[config.mk]
export PLATFORM = sky130hd
export DESIGN_NAME = c2s_prerot_cell
export DESIGN_NICKNAME = d
export VERILOG_FILES = /design/src/sv/c2s_pkg.sv /design/src/sv/c2s_prerot_cell.sv
export SDC_FILE = /design/constraint.sdc
export NUM_CORES = 1
export LEC_CHECK = 0
export BUFFER_PORTS_ARGS = -buffer_cell sky130_fd_sc_hd__buf_2
export CORE_ASPECT_RATIO = 0.8
export CORE_UTILIZATION = 45
export DETAILED_ROUTE_END_ITERATION = 10
export GPL_TIMING_DRIVEN = 0
export PLACE_DENSITY_LB_ADDON = 0.08
export SLEW_MARGIN = 15
export SYNTH_ARGS = -nofsm -noshare
export SYNTH_HDL_FRONTEND = slang
export SYNTH_SLANG_ARGS = --single-unit
[constraint.sdc]
create_clock -name clk -period 2.88 [get_ports clk]
set_input_delay 0.288 -clock clk [delete_from_list [all_inputs] [get_ports clk]]
set_output_delay 0.288 -clock clk [all_outputs]
set_load 0.01 [all_outputs]
[src/sv/c2s_pkg.sv]
// Shared types, widths and constants for the Cartesian-to-spherical converter.
`timescale 1ns / 1ps

package c2s_pkg;

    localparam int DW              = 34;
    localparam int AW              = 34;
    localparam int UW              = DW - 1;
    localparam int GW              = 30;
    localparam int PW              = UW + GW;
    localparam int SIDE_W          = 16;
    localparam int FRAC_BITS       = 14;
    localparam int MAX_ITER        = 24;
    localparam int CORDIC_ITER_DEF = 16;

    localparam logic [GW-1:0] INV_GAIN = 30'd652032874;

    localparam logic signed [AW-1:0] ANG_PI      = 34'sd2147483648;
    localparam logic signed [AW-1:0] ANG_HALF_PI = 34'sd1073741824;

    localparam logic signed [AW-1:0] ATAN_TAB [MAX_ITER] = '{
        34'sd536870912, 34'sd316933406, 34'sd167458907, 34'sd85004756,
        34'sd42667331,  34'sd21354465,  34'sd10680862,  34'sd5340245,
        34'sd2670163,   34'sd1335087,   34'sd667544,    34'sd333772,
        34'sd166886,    34'sd83443,     34'sd41722,     34'sd20861,
        34'sd10430,     34'sd5215,      34'sd2608,      34'sd1304,
        34'sd652,       34'sd326,       34'sd163,       34'sd81
    };

    typedef struct packed {
        logic signed [DW-1:0] x;
        logic signed [DW-1:0] y;
        logic signed [AW-1:0] ang;
        logic                 on_axis;
        logic                 neg_axis;
    } cvec_t;

endpackage

[src/sv/c2s_prerot_cell.sv]
// Entry cell of a vectoring stage: folds the left half-plane onto the right one.
`timescale 1ns / 1ps

module c2s_prerot_cell (
    input  logic                              clk,
    input  logic                              rst_n,
    input  logic                              in_valid,
    output logic                              in_ready,
    input  logic signed [c2s_pkg::DW-1:0]     in_x,
    input  logic signed [c2s_pkg::DW-1:0]     in_y,
    input  logic [c2s_pkg::SIDE_W-1:0]        in_side,
    output logic                              out_valid,
    input  logic                              out_ready,
    output c2s_pkg::cvec_t                    out_vec,
    output logic [c2s_pkg::SIDE_W-1:0]        out_side
);
    import c2s_pkg::*;

    logic                valid_reg;
    cvec_t               vec_reg;
    cvec_t               vec_next;
    logic [SIDE_W-1:0]   side_reg;

    assign in_ready = !valid_reg || out_ready;

    always_comb
    begin
        vec_next.on_axis  = (in_y == '0);
        vec_next.neg_axis = in_x[DW-1];
        vec_next.x        = in_x;
        vec_next.y        = in_y;
        vec_next.ang      = '0;
        if (in_x[DW-1])
        begin
            if (!in_y[DW-1])
            begin
                vec_next.x   = in_y;
                vec_next.y   = -in_x;
                vec_next.ang = ANG_HALF_PI;
            end
            else
            begin
                vec_next.x   = -in_y;
                vec_next.y   = in_x;
                vec_next.ang = -ANG_HALF_PI;
            end
        end
    end

    always_ff @(posedge clk or negedge rst_n)
    begin
        if (!rst_n)
        begin
            valid_reg <= 1'b0;
        end
        else if (in_ready)
        begin
            valid_reg <= in_valid;
        end
    end

    always_ff @(posedge clk)
    begin
        if (in_valid && in_ready)
        begin
            vec_reg  <= vec_next;
            side_reg <= in_side;
        end
    end

    assign out_valid = valid_reg;
    assign out_vec   = vec_reg;
    assign out_side  = side_reg;

endmodule

## Word-level counts from Yosys, hierarchy flattened

Index checks and enable logic that the tools add are counted.

- Mux-type cells: 2
- Reduce and logical (&&, ||, !) cells: 5
- Add/sub/neg operators: 2

Operators by type and width:

| cell | count |
|---|---|
| $mux 101 | 2 |
| $neg 34->34 | 2 |
| $logic_not 34->1 | 1 |
| $reduce_and 2->1 | 1 |
| $logic_and 1x1->1 | 1 |
| $logic_not 1->1 | 1 |
| $logic_or 1x1->1 | 1 |

- Output and inout bits: 122
- Input port bits: 88
- Word-level logic and storage cells: 17
- Register bits: 121

## Depth between registers and ports, before layout

Gate-level depths: netlist of the first run.

- Depth in word-level cells: 3
- Mapped depth: 7
- Depth with buffers taken out: 7

## Worst setup path before layout of the first run

No wires, ideal clock.

- Kind: register to register
- Start: register valid_reg, in the netlist out_valid
- End: register side_reg[0], in the netlist out_side[0] (enable)
- Data arrival time: 2.647 ns
- Clock period less this slack: 3.104 ns
- Path slack: -0.224 ns
- Required time: 2.423 ns
- Path buffers: 0
- Cell stages (with the launch flop): 3
- Path through: dfrtp_1 > nand2b_1 > and2_1

- Longest elaborated chain between the ends: 3

RTL lines:

| what | line | RTL |
|---|---|---|
| start: declaration | c2s_prerot_cell.sv:19 | `logic valid_reg;` |
| start signal: assignment | c2s_prerot_cell.sv:58 | `valid_reg <= in_valid;` |
| $logic_not 1->1 | c2s_prerot_cell.sv:24 | `assign in_ready = !valid_reg \|\| out_ready;` |
| $logic_or 1x1->1 | c2s_prerot_cell.sv:24 |  |
| via in_ready | c2s_prerot_cell.sv:8 | `output logic in_ready,` |
| $logic_and 1x1->1 | c2s_prerot_cell.sv:64 | `if (in_valid && in_ready)` |
| end signal: assignment | c2s_prerot_cell.sv:67 | `side_reg <= in_side;` |
| end: declaration | c2s_prerot_cell.sv:22 | `logic [SIDE_W-1:0] side_reg;` |

The timed path passes the listed nets, and every way through them passes these cells.
A chain may end at the register's enable or synchronous reset.

==> results of run 1 <==
==> path summary, 6_finish.rpt <==
kind                                  from            to  slack, ps  cells after the start
worst max-delay path               in_y[2]  out_vec[101]        700                      7
worst min-delay path            in_side[0]   out_side[0]        120                      1
worst max register to register   out_valid   out_vec[85]       1220                      3
worst min register to register   out_valid     out_valid        560                      2
max in group asynchronous            rst_n     out_valid       2560                      2
min in group asynchronous            rst_n     out_valid        230                      2
==> kinds of logic after synthesis <==
kind of cell	after synthesis
AO/OA/AOI/OAI	121
AND/OR/NAND/NOR	173
buffers and inverters	69
flip-flops	89
XOR/XNOR	58
multiplexers	2
other	1
adder cells (fa/ha/maj)	2
==> layer usage <==
metal | routed length, µm | part of all wire [%] | GRT usage [%]
met1 | 6655 | 44 | 34.68
met3 | 1451 | 9.6 | 5.961
met5 | 0 | 0 | 0
met2 | 6834 | 45 | 39.28
met4 | 139 | 0.92 | 5.375
==> flip-flops by register name, summed over array words and instances, names as in the netlist <==
name,flops
out_side,16
out_valid,1
out_vec,72
==> worst register-to-register path, cell delays in order (launching register included) <==
cell      delay (ps)
dfrtp_1          380
nand2b_1         110
and2_4           500
buf_16           310
==> synth_stat cells (2+ instances only) <==
cell,count
and2_1,2
xor2_1,25
mux2i_1,2
nor3_1,17
ha_1,2
or3_1,5
o21ai_0,11
xnor2_1,33
nand2_1,13
inv_1,12
o31ai_1,7
nor4_4,4
a21oi_1,71
edfxtp_1,88
clkbuf_1,18
nand3_1,4
buf_1,4
nor2_1,87
o31ai_2,2
o41ai_2,4
buf_2,2
buf_4,32
a22o_1,2
nand4_1,4
nor4_1,11
nor2b_1,2
nand2b_1,6
a31oi_1,16
or4_1,8
==> per-stage QoR <==
stage                     area (µm²)  hold slack, ps  setup slack [ps]
after floorplan                 5389          -7.591             747.8
after global placement          6465           64.89             420.6
after detailed placement        6494           64.47             417.9
after CTS                       6824           111.6             755.4
after global routing            6824           110.3             621.8
final                           6824           118.0             698.8
==> layout make-up <==
type / count / area (µm²) / share of cell area, %
clock inverters: 7 / 95.09 / 1.393
inverters: 12 / 45.04 / 0.6601
well taps: 144 / 180.2 / 2.640
multi-input cells: 386 / 2333 / 34.20
clock buffers: 9 / 225.2 / 3.300
flip-flops and latches: 89 / 2668 / 39.09
plain buffers: 57 / 344.1 / 5.042
repair buffers: 181 / 933.4 / 13.68
==> power groups by stage <==
stage	registers (mW)	clock network (mW)	logic (mW)
after global routing	1.56	1.31	0.696
after floorplan	1.63	0	0.307
after CTS	1.56	1.28	0.635
after detailed placement	1.58	0	0.630
after global placement	1.58	0	0.613
final	1.55	1.26	0.641
==> qor.yml, run 1 <==
status: "completed"
clk_latency_ps: 340
ios: 210
worstMarginPinSlew_ps: 847.9
cp_data_arrival_time_ps: 2240
setup_viol: 0
synth_top_family_by_area: "simple AND/OR/NAND/NOR gates"
slew_headroom_pct: 42.95
ys_seq_area_share_pct: 50.53
vias: 4816
synth-async-reset-ratio_pct: 1.124
worstPathCellList: "buf_2 > nor3_1 > nand4_1 > buf_2 > o41ai_2 > xor2_1 > a21oi_1"
core_area_um2: 11150
synth.area.top_cells: "edfxtp_1 50%, a21oi_1 6.7%, nor2_1 6.2%"
yosysWarningCount: 0
path_class: "input pin to register"
synthSimpleGateAreaFrac_pct: 17.37
post_cts_resize_count: 0
die_area_um2: 12170
chipHeight_um: 98.88
maxSlewViolCount: 0
area_growth_syn_to_layout_pct: 29.27
grt_pass1_vias: 4596
synth_edf_count: 88
cp-end-kind: "register"
p_sw_mw: 0.9015
synth_area_um2: 5279
ys.flop_type: "edfxtp_1"
rsz0062_at_grt: "no"
drv_cap: 0
fillers: 955
antenna_found_initial: 0
grt_max_degree: 53
p_comb_share_pct: 18.6
grt_pass1_wl_um: 23270
worst_setup_path_start_kind: "input pin"
cp_common_cell: "buf_2"
stdcell_count: 885
mostFrequentLayoutCell: "buf_2"
numCtsBuffers: 9
drive_above_1_share_pct: 33.60
period_share_pct: 75.74
postCtsSetupRepairBufs: 0
p_int_mw: 2.549
dp_cells: 868
power_switching_share_pct: 26.12
finalPower_mw: 3.451
critical_path_buf_inv_count: 2
grt_usage_pct: 24.88
holdBufCountCts: 1
fin_nets: 826
setup-tns-final_ps: 0
cts.sinks: 89
ant_nets: 0
peakVddDrop_mv: 0.3384
wirelength_um: 15080
routedWlPerCell_um: 17.04
p_clk_share_pct: 36.4
cp_slowest_stage_delay_ps: 570
seq_power_share_pct: 45.1
die_x_um: 123.1
final_util_pct: 61.23
numPortBuffers: 179
cts_buffer_depth: 2
htreeDepth: 3
gp_congestion: 0.8932
overflow: 0
worstPathRequired_ps: 2940
synth_top_area_cell: "edfxtp_1"
cts_tree: "yes"
synth_mux_area_share_pct: 0.3792
min_path_type: "input pin to register"
finalHoldViolCount: 0
power.density_nw_per_um2: 505.7
avgSynthCellArea_um2: 10.25
fin_skew_ps: 4.221
synth_top_area_share_pct: 50.06
dr.pass1.iters: 5
synth_compound_area_share_pct: 14.17
period_needed_ps: 2181
synth_seq_cells: 89
place_hpwl_um: 11470
avgViaCountPerCell: 5.442
synth_cells: 515
root_buffer: "clkbuf_16"
crit_family: "simple AND/OR/NAND/NOR gates"
max_freq_mhz: 458.5
drt_iter0_drc: 454
drcViolationCount: 0
p_leak_nw: 2.774
most-common-layout-cells: "181 x buf_2, 88 x edfxtp_1, 87 x nor2_1"
antennaDiodeCount: 0
worstPathMaxFanout: 10
synthXorXnorAreaFrac_pct: 9.623
synth_cell_types: 50
slowest_stage: "nor3_1"
synthAdderAreaFrac_pct: 0.4740
initial_core_util_pct: 47.36
path_clk_slew_ps: 60
rows: 34
No activity file was read; power rests on OpenSTA's default activity.
==> inputs of run 2 (changes only) <==
==> constraint.sdc (replaced) <==
create_clock -name clk -period 1.8 [get_ports clk]
set_input_delay 0.18 -clock clk [delete_from_list [all_inputs] [get_ports clk]]
set_output_delay 0.18 -clock clk [all_outputs]
set_load 0.01 [all_outputs]
==> run 2 against run 1 <==
- first-iteration DRC count rose by 0.66%
- clock skew is essentially flat
- worst hold slack got worse by 110 ps
- routed wire length grew 6.2%
- global-route usage up 1.7 points
- final cell count grew 1.9%
- combinational power rose by 67%
- final area grew 5.0%
- sequential power rose by 61%
==> qor.yml, run 2 (same netlist as run 1, synthesis figures left out) <==
peakVddDrop_mv: 0.5794  # was 0.3384 mV
routedWlPerCell_um: 17.75  # was 17.04 µm
die_area_um2: 12170  # unchanged
seq_power_share_pct: 43.4  # was 45.1%
period_share_pct: 99.31
finalPower_mw: 5.739  # was 3.451 mW
setup_viol: 0  # unchanged
dr.pass1.iters: 7  # was 5
ant_nets: 0  # unchanged
min_path_type: "input pin to register"  # unchanged
power_switching_share_pct: 25.89  # was 26.12%
cts_tree: "yes"  # unchanged
core_area_um2: 11150  # unchanged
slew_headroom_pct: 34.18  # was 42.95%
initial_core_util_pct: 47.36  # unchanged
p_int_mw: 4.253  # was 2.549 mW
antennaDiodeCount: 0  # unchanged
slowest_stage: "or4_1"  # was nor3_1
fin_skew_ps: 4.280  # was 4.221 ps
grt_util_met1_pct: 36.46  # was 34.68%
crit_family: "simple AND/OR/NAND/NOR gates"  # unchanged
reg2reg_slack_ps: 300  # was 1220 ps
critical_path_buf_inv_count: 1  # was 2
maxSlewViolCount: 0  # unchanged
drt_iter0_drc: 457  # was 454
cp_slowest_stage_delay_ps: 590  # was 570 ps
period_needed_ps: 1788
numCtsBuffers: 9  # unchanged
worstPathCellList: "buf_2 > or3_1 > or4_1 > o31ai_4 > xor2_1 > a21oi_1"  # was buf_2 > nor3_1 > nand4_1 > buf_2 > o41ai_2 > xor2_1 > a21oi_1
grt_pass1_wl_um: 24430  # was 23270 µm
drcViolationCount: 0  # unchanged
grtUsageMet2_pct: 41.79  # was 39.28%
most-common-layout-cells: "177 x buf_2, 88 x edfxtp_1, 87 x nor2_1"  # was 181 x buf_2, 88 x edfxtp_1, 87 x nor2_1
cts.sinks: 89  # unchanged
drv_cap: 0  # unchanged
largest_reg_flops: 72  # unchanged
rows: 34  # unchanged
power.density_nw_per_um2: 801.4  # was 505.7 nW/µm²
setup-tns-final_ps: 0  # unchanged
drive_above_1_share_pct: 36.15  # was 33.60%
fin_hold_ws_ps: 9.619  # was 118.0 ps
grt_pass1_vias: 4753  # was 4596
die_x_um: 123.1  # unchanged
p_comb_share_pct: 18.6  # about the same
area_growth_syn_to_layout_pct: 35.67  # was 29.27%
gp_congestion: 0.8828  # was 0.8932
root_buffer: "clkbuf_16"  # unchanged
htreeDepth: 3  # unchanged
worst_setup_path_start_kind: "input pin"  # unchanged
grt-busiest-layer: "met2"  # unchanged
fillers: 979  # was 955
dp_cells: 867  # was 868
p_sw_mw: 1.486  # was 0.9015 mW
path_clk_slew_ps: 70  # was 60 ps
setup_ws_ps: 12.40  # was 698.8 ps
max_freq_mhz: 559.4
worstPathMaxFanout: 5  # was 10
overflow: 0  # unchanged
worstPathRequired_ps: 1870  # was 2940 ps
mostFrequentLayoutCell: "buf_2"  # unchanged
grt_use_met3_pct: 6.829  # was 5.961%
fin_nets: 843  # was 826
clk_latency_ps: 340  # about the same
antenna_found_initial: 0  # unchanged
chipHeight_um: 98.88  # unchanged
avgViaCountPerCell: 5.471  # was 5.442
finalHoldViolCount: 0  # unchanged
stdcell_count: 902  # was 885
p_leak_nw: 2.953  # was 2.774 nW
ios: 210  # unchanged
path_class: "input pin to register"  # unchanged
cp_data_arrival_time_ps: 1850  # was 2240 ps
status: "completed"  # unchanged
numPortBuffers: 179  # unchanged
grt_usage_pct: 26.56  # was 24.88%
grt_max_degree: 45  # was 53
dpl_worst_slack_ps: -496.0  # was 417.9 ps
p_clk_share_pct: 38.1  # was 36.4%
vias: 4935  # was 4816
place_hpwl_um: 11410  # was 11470 µm
wirelength_um: 16010  # was 15080 µm
cts_buffer_depth: 2  # unchanged
cp-end-kind: "register"  # unchanged
worstMarginPinSlew_ps: 978.3  # was 847.9 ps
[run 2: final timing paths]
| kind | startpoint | endpoint | cells past startpoint |
|---|---|---|---|
| hold reg to reg | out_valid | out_valid | 2 |
| max in group asynchronous | rst_n | out_valid | 2 |
| min in group asynchronous | rst_n | out_valid | 2 |
| setup reg to reg | out_valid | out_vec[47] | 2 |
| hold / removal | in_side[10] | out_side[10] | 1 |
| setup / recovery | in_y[23] | out_vec[95] | 6 |
[run 2: timing repair]
action | 4_1_cts | 5_1_grt
hold buffers | 8 | 3
endpoints found under the setup margin | 104 | 24
endpoints found under the hold margin | 8 | 3
pin swaps | 4 | 11
resized for setup | 8 | 30
cloned | 1 | 0
buffers inserted | 3 | 5
[run 2: metrics by stage]
step,cell area [µm²],util [%]
6_report,7162,64.26
5_1_grt,7162,64.26
4_1_cts,6985,62.67
3_5_place_dp,6475,58.09
3_3_place_gp,6475,58.09
2_1_floorplan,5399,-
[run 2: final cells by class]
type	count	area [µm²]	share of cell area, %
multi-input combinational	387	2475	34.56
inverter	12	45.04	0.6289
clock buffer	9	225.2	3.145
sequential	89	2668	37.25
clock inverter	7	125.1	1.747
timing repair buffer	198	1091	15.23
buffer	56	352.8	4.927
tap	144	180.2	2.516
[run 2: metal layers]
layer / share of wire, % / wire length [µm]
met5: 0 / 0
met4: 0.86 / 138
met3: 10 / 1593
met2: 46 / 7416
met1: 43 / 6861
[run 2: power by group through the flow]
stage / registers (mW) / clock network, mW / logic, mW
2_1_floorplan: 2.61 / 0 / 0.493
3_3_place_gp: 2.53 / 0 / 0.988
3_5_place_dp: 2.53 / 0 / 0.999
4_1_cts: 2.49 / 2.22 / 1.03
5_1_grt: 2.50 / 2.28 / 1.16
6_report: 2.49 / 2.19 / 1.07
==> inputs of run 3 (changes only) <==
--- a/config.mk
+++ b/config.mk
@@ -7,10 +7,11 @@
 export LEC_CHECK = 0
 export BUFFER_PORTS_ARGS = -buffer_cell sky130_fd_sc_hd__buf_2
 export CORE_ASPECT_RATIO = 0.8
-export CORE_UTILIZATION = 45
+export CORE_UTILIZATION = 35
 export DETAILED_ROUTE_END_ITERATION = 10
 export GPL_TIMING_DRIVEN = 0
 export PLACE_DENSITY_LB_ADDON = 0.08
+export SETUP_SLACK_MARGIN = 0.1
 export SLEW_MARGIN = 15
 export SYNTH_ARGS = -nofsm -noshare
 export SYNTH_HDL_FRONTEND = slang
==> run 3 against run 2 <==
- final area grew 3.2%
- flip-flop and latch count is the same
- highest routed layer unchanged
- largest power group unchanged
- sequential power is essentially flat
- first-iteration DRC count shrank 35%
- combinational power grew 4%
- routed wire length grew 3.5%
- critical path type unchanged
- via count shrank 2.4%
- count of clock-buffer cells in the layout is the same
- global-route usage shrank 5.2 points
- sequential share of layout area shrank 1.2 points
- register-to-register slack is essentially flat
- critical endpoint is now out_vec[101]
- worst setup slack gained 51 ps
==> qor.yml, run 3 (same netlist as run 1, synthesis figures left out) <==
status: "completed"  # unchanged
clk_latency_ps: 350  # was 340 ps
min_path_type: "input pin to register"  # unchanged
grt_pass1_vias: 4741  # was 4753
antennaDiodeCount: 0  # unchanged
cp_slowest_stage_delay_ps: 360  # was 590 ps
regToRegEndpoint: "out_vec[75]"  # was out_vec[47]
rsz0062_at_grt: "yes"
numCtsBuffers: 9  # unchanged
numPortBuffers: 179  # unchanged
overflow: 0  # unchanged
peakVddDrop_mv: 0.4653  # was 0.5794 mV
period_needed_ps: 1736  # was 1788 ps
root_buffer: "clkbuf_16"  # unchanged
grt_usage_pct: 21.37  # was 26.56%
cts.sinks: 89  # unchanged
r2r_cells: 2  # unchanged
period_share_pct: 96.46  # was 99.31%
drv_cap: 0  # unchanged
fin_nets: 853  # was 843
slew_headroom_pct: 55.03  # was 34.18%
core_area_um2: 14490  # was 11150 µm²
path_clk_slew_ps: 70  # about the same
fin_skew_ps: 6.465  # was 4.280 ps
die_x_um: 139.3  # was 123.1 µm
worstPathMaxFanout: 5  # unchanged
worstPathCellList: "buf_4 > nor4_4 > nand4_1 > buf_6 > o41ai_4 > xor2_1 > a21oi_1"  # was buf_2 > or3_1 > or4_1 > o31ai_4 > xor2_1 > a21oi_1
maxSlewViolCount: 0  # unchanged
crit_family: "simple AND/OR/NAND/NOR gates"  # unchanged
mostFrequentLayoutCell: "buf_2"  # unchanged
die_area_um2: 15580  # was 12170 µm²
min_to: "out_vec[0]"  # was out_side[10]
cts_tree: "yes"  # unchanged
wirelength_um: 16560  # was 16010 µm
ios: 210  # unchanged
chipHeight_um: 111.8  # was 98.88 µm
setup-tns-final_ps: 0  # unchanged
final_util_pct: 51.01  # was 64.26%
p_leak_nw: 3.041  # was 2.953 nW
critical_path_buf_inv_count: 2  # was 1
setup_viol: 0  # unchanged
hp-start: "in_x[33]"  # was in_side[10]
worstPathRequired_ps: 1880  # was 1870 ps
max_freq_mhz: 575.9  # was 559.4 MHz
cts_buffer_depth: 2  # unchanged
drt_iter0_drc: 298  # was 457
holdPathStages: 1  # unchanged
drcViolationCount: 0  # unchanged
fin_hold_ws_ps: 48.00  # was 9.619 ps
rows: 39  # was 34
dpl_worst_slack_ps: -451.3  # was -496.0 ps
finalHoldViolCount: 0  # unchanged
largest_reg_flops: 72  # unchanged
area_growth_syn_to_layout_pct: 40.03  # was 35.67%
initial_core_util_pct: 36.42  # was 47.36%
cp_data_arrival_time_ps: 1820  # was 1850 ps
cp-end-kind: "register"  # unchanged
power.density_nw_per_um2: 738.0  # was 801.4 nW/µm²
r2r-start: "out_valid"  # unchanged
worst_setup_path_start_kind: "input pin"  # unchanged
grt_pass1_wl_um: 25340  # was 24430 µm
reg2reg_slack_ps: 290  # was 300 ps
drive_above_1_share_pct: 38.80  # was 36.15%
vias: 4816  # was 4935
place_hpwl_um: 12030  # was 11410 µm
routedWlPerCell_um: 17.40  # was 17.75 µm
path_class: "input pin to register"  # unchanged
gp_congestion: 0.8599  # was 0.8828
worstMarginPinSlew_ps: 669.0  # was 978.3 ps
place_area_um2: 6566  # was 6475 µm²
avgViaCountPerCell: 5.059  # was 5.471
most-common-layout-cells: "176 x buf_2, 88 x edfxtp_1, 87 x nor2_1"  # was 177 x buf_2, 88 x edfxtp_1, 87 x nor2_1
slowest_stage: "o41ai_4"  # was or4_1
grt_max_degree: 45  # unchanged
antenna_found_initial: 0  # unchanged
ant_nets: 0  # unchanged
dr.pass1.iters: 5  # was 7
design_area_um2: 7392  # was 7162 µm²
setup_ws_ps: 63.71  # was 12.40 ps
htreeDepth: 3  # unchanged
## run 3: cell count changes in the layout (fill, tap and decap cells not counted), moves of 3 or more
cell / change
clkbuf_1: -7
nor4_2: +4
a31oi_1: -3
o31ai_4: +3
dlygate4sd3_1: +6
clkbuf_2: +5
inv_8: +3
bufinv_16: -3
buf_4: +3
buf_6: +4
## run 3: worst max path at each step
stage | start | to | depth (start not counted)
detailed placement | in_y[2] | out_vec[101] | 7
global placement | in_y[5] | out_vec[99] | 7
global route | in_y[6] | out_vec[101] | 7
floorplan | in_x[5] | out_vec[56] | 6
finish | in_y[6] | out_vec[101] | 7
CTS | in_y[3] | out_vec[101] | 7
## run 3: layout make-up
cell class / count / area [µm²]
buffer: 57 / 372.9
clock buffer: 9 / 225.2
clock inverter: 7 / 67.56
fill: 1367 / 7101
inverter: 12 / 45.04
multi-input combinational: 387 / 2591
sequential: 89 / 2668
tap: 184 / 230.2
timing repair buffer: 207 / 1192
## run 3: repair_timing
action	CTS	global route
setup buffers	5	6
pin swaps	12	27
hold buffers	17	0
endpoints found under the hold margin	17	0
resized for setup	17	54
endpoints found under the setup margin	116	58
gates cloned	1	0
## run 3: routing by layer
layer  track usage (%)  part of all wire [%]
met5                 0                     0
met4             7.259                   1.2
met3             5.505                   6.7
met2             32.29                    45
met1             29.66                    48
## run 3: report_power, final
group | leakage, nW | switching [mW] | total [mW] | internal, mW
logic | 2.06 | 0.654 | 1.11 | 0.451
clock network | 0.142 | 0.885 | 1.86 | 0.977
registers | 0.843 | 0.0318 | 2.49 | 2.46
## run 3: metrics by stage
step           instances  total power, mW
5_1_grt              952            5.700
6_report             952            5.455
2_1_floorplan        544            3.105
3_5_place_dp         907            3.547
4_1_cts              946            5.486
3_3_place_gp         907            3.541
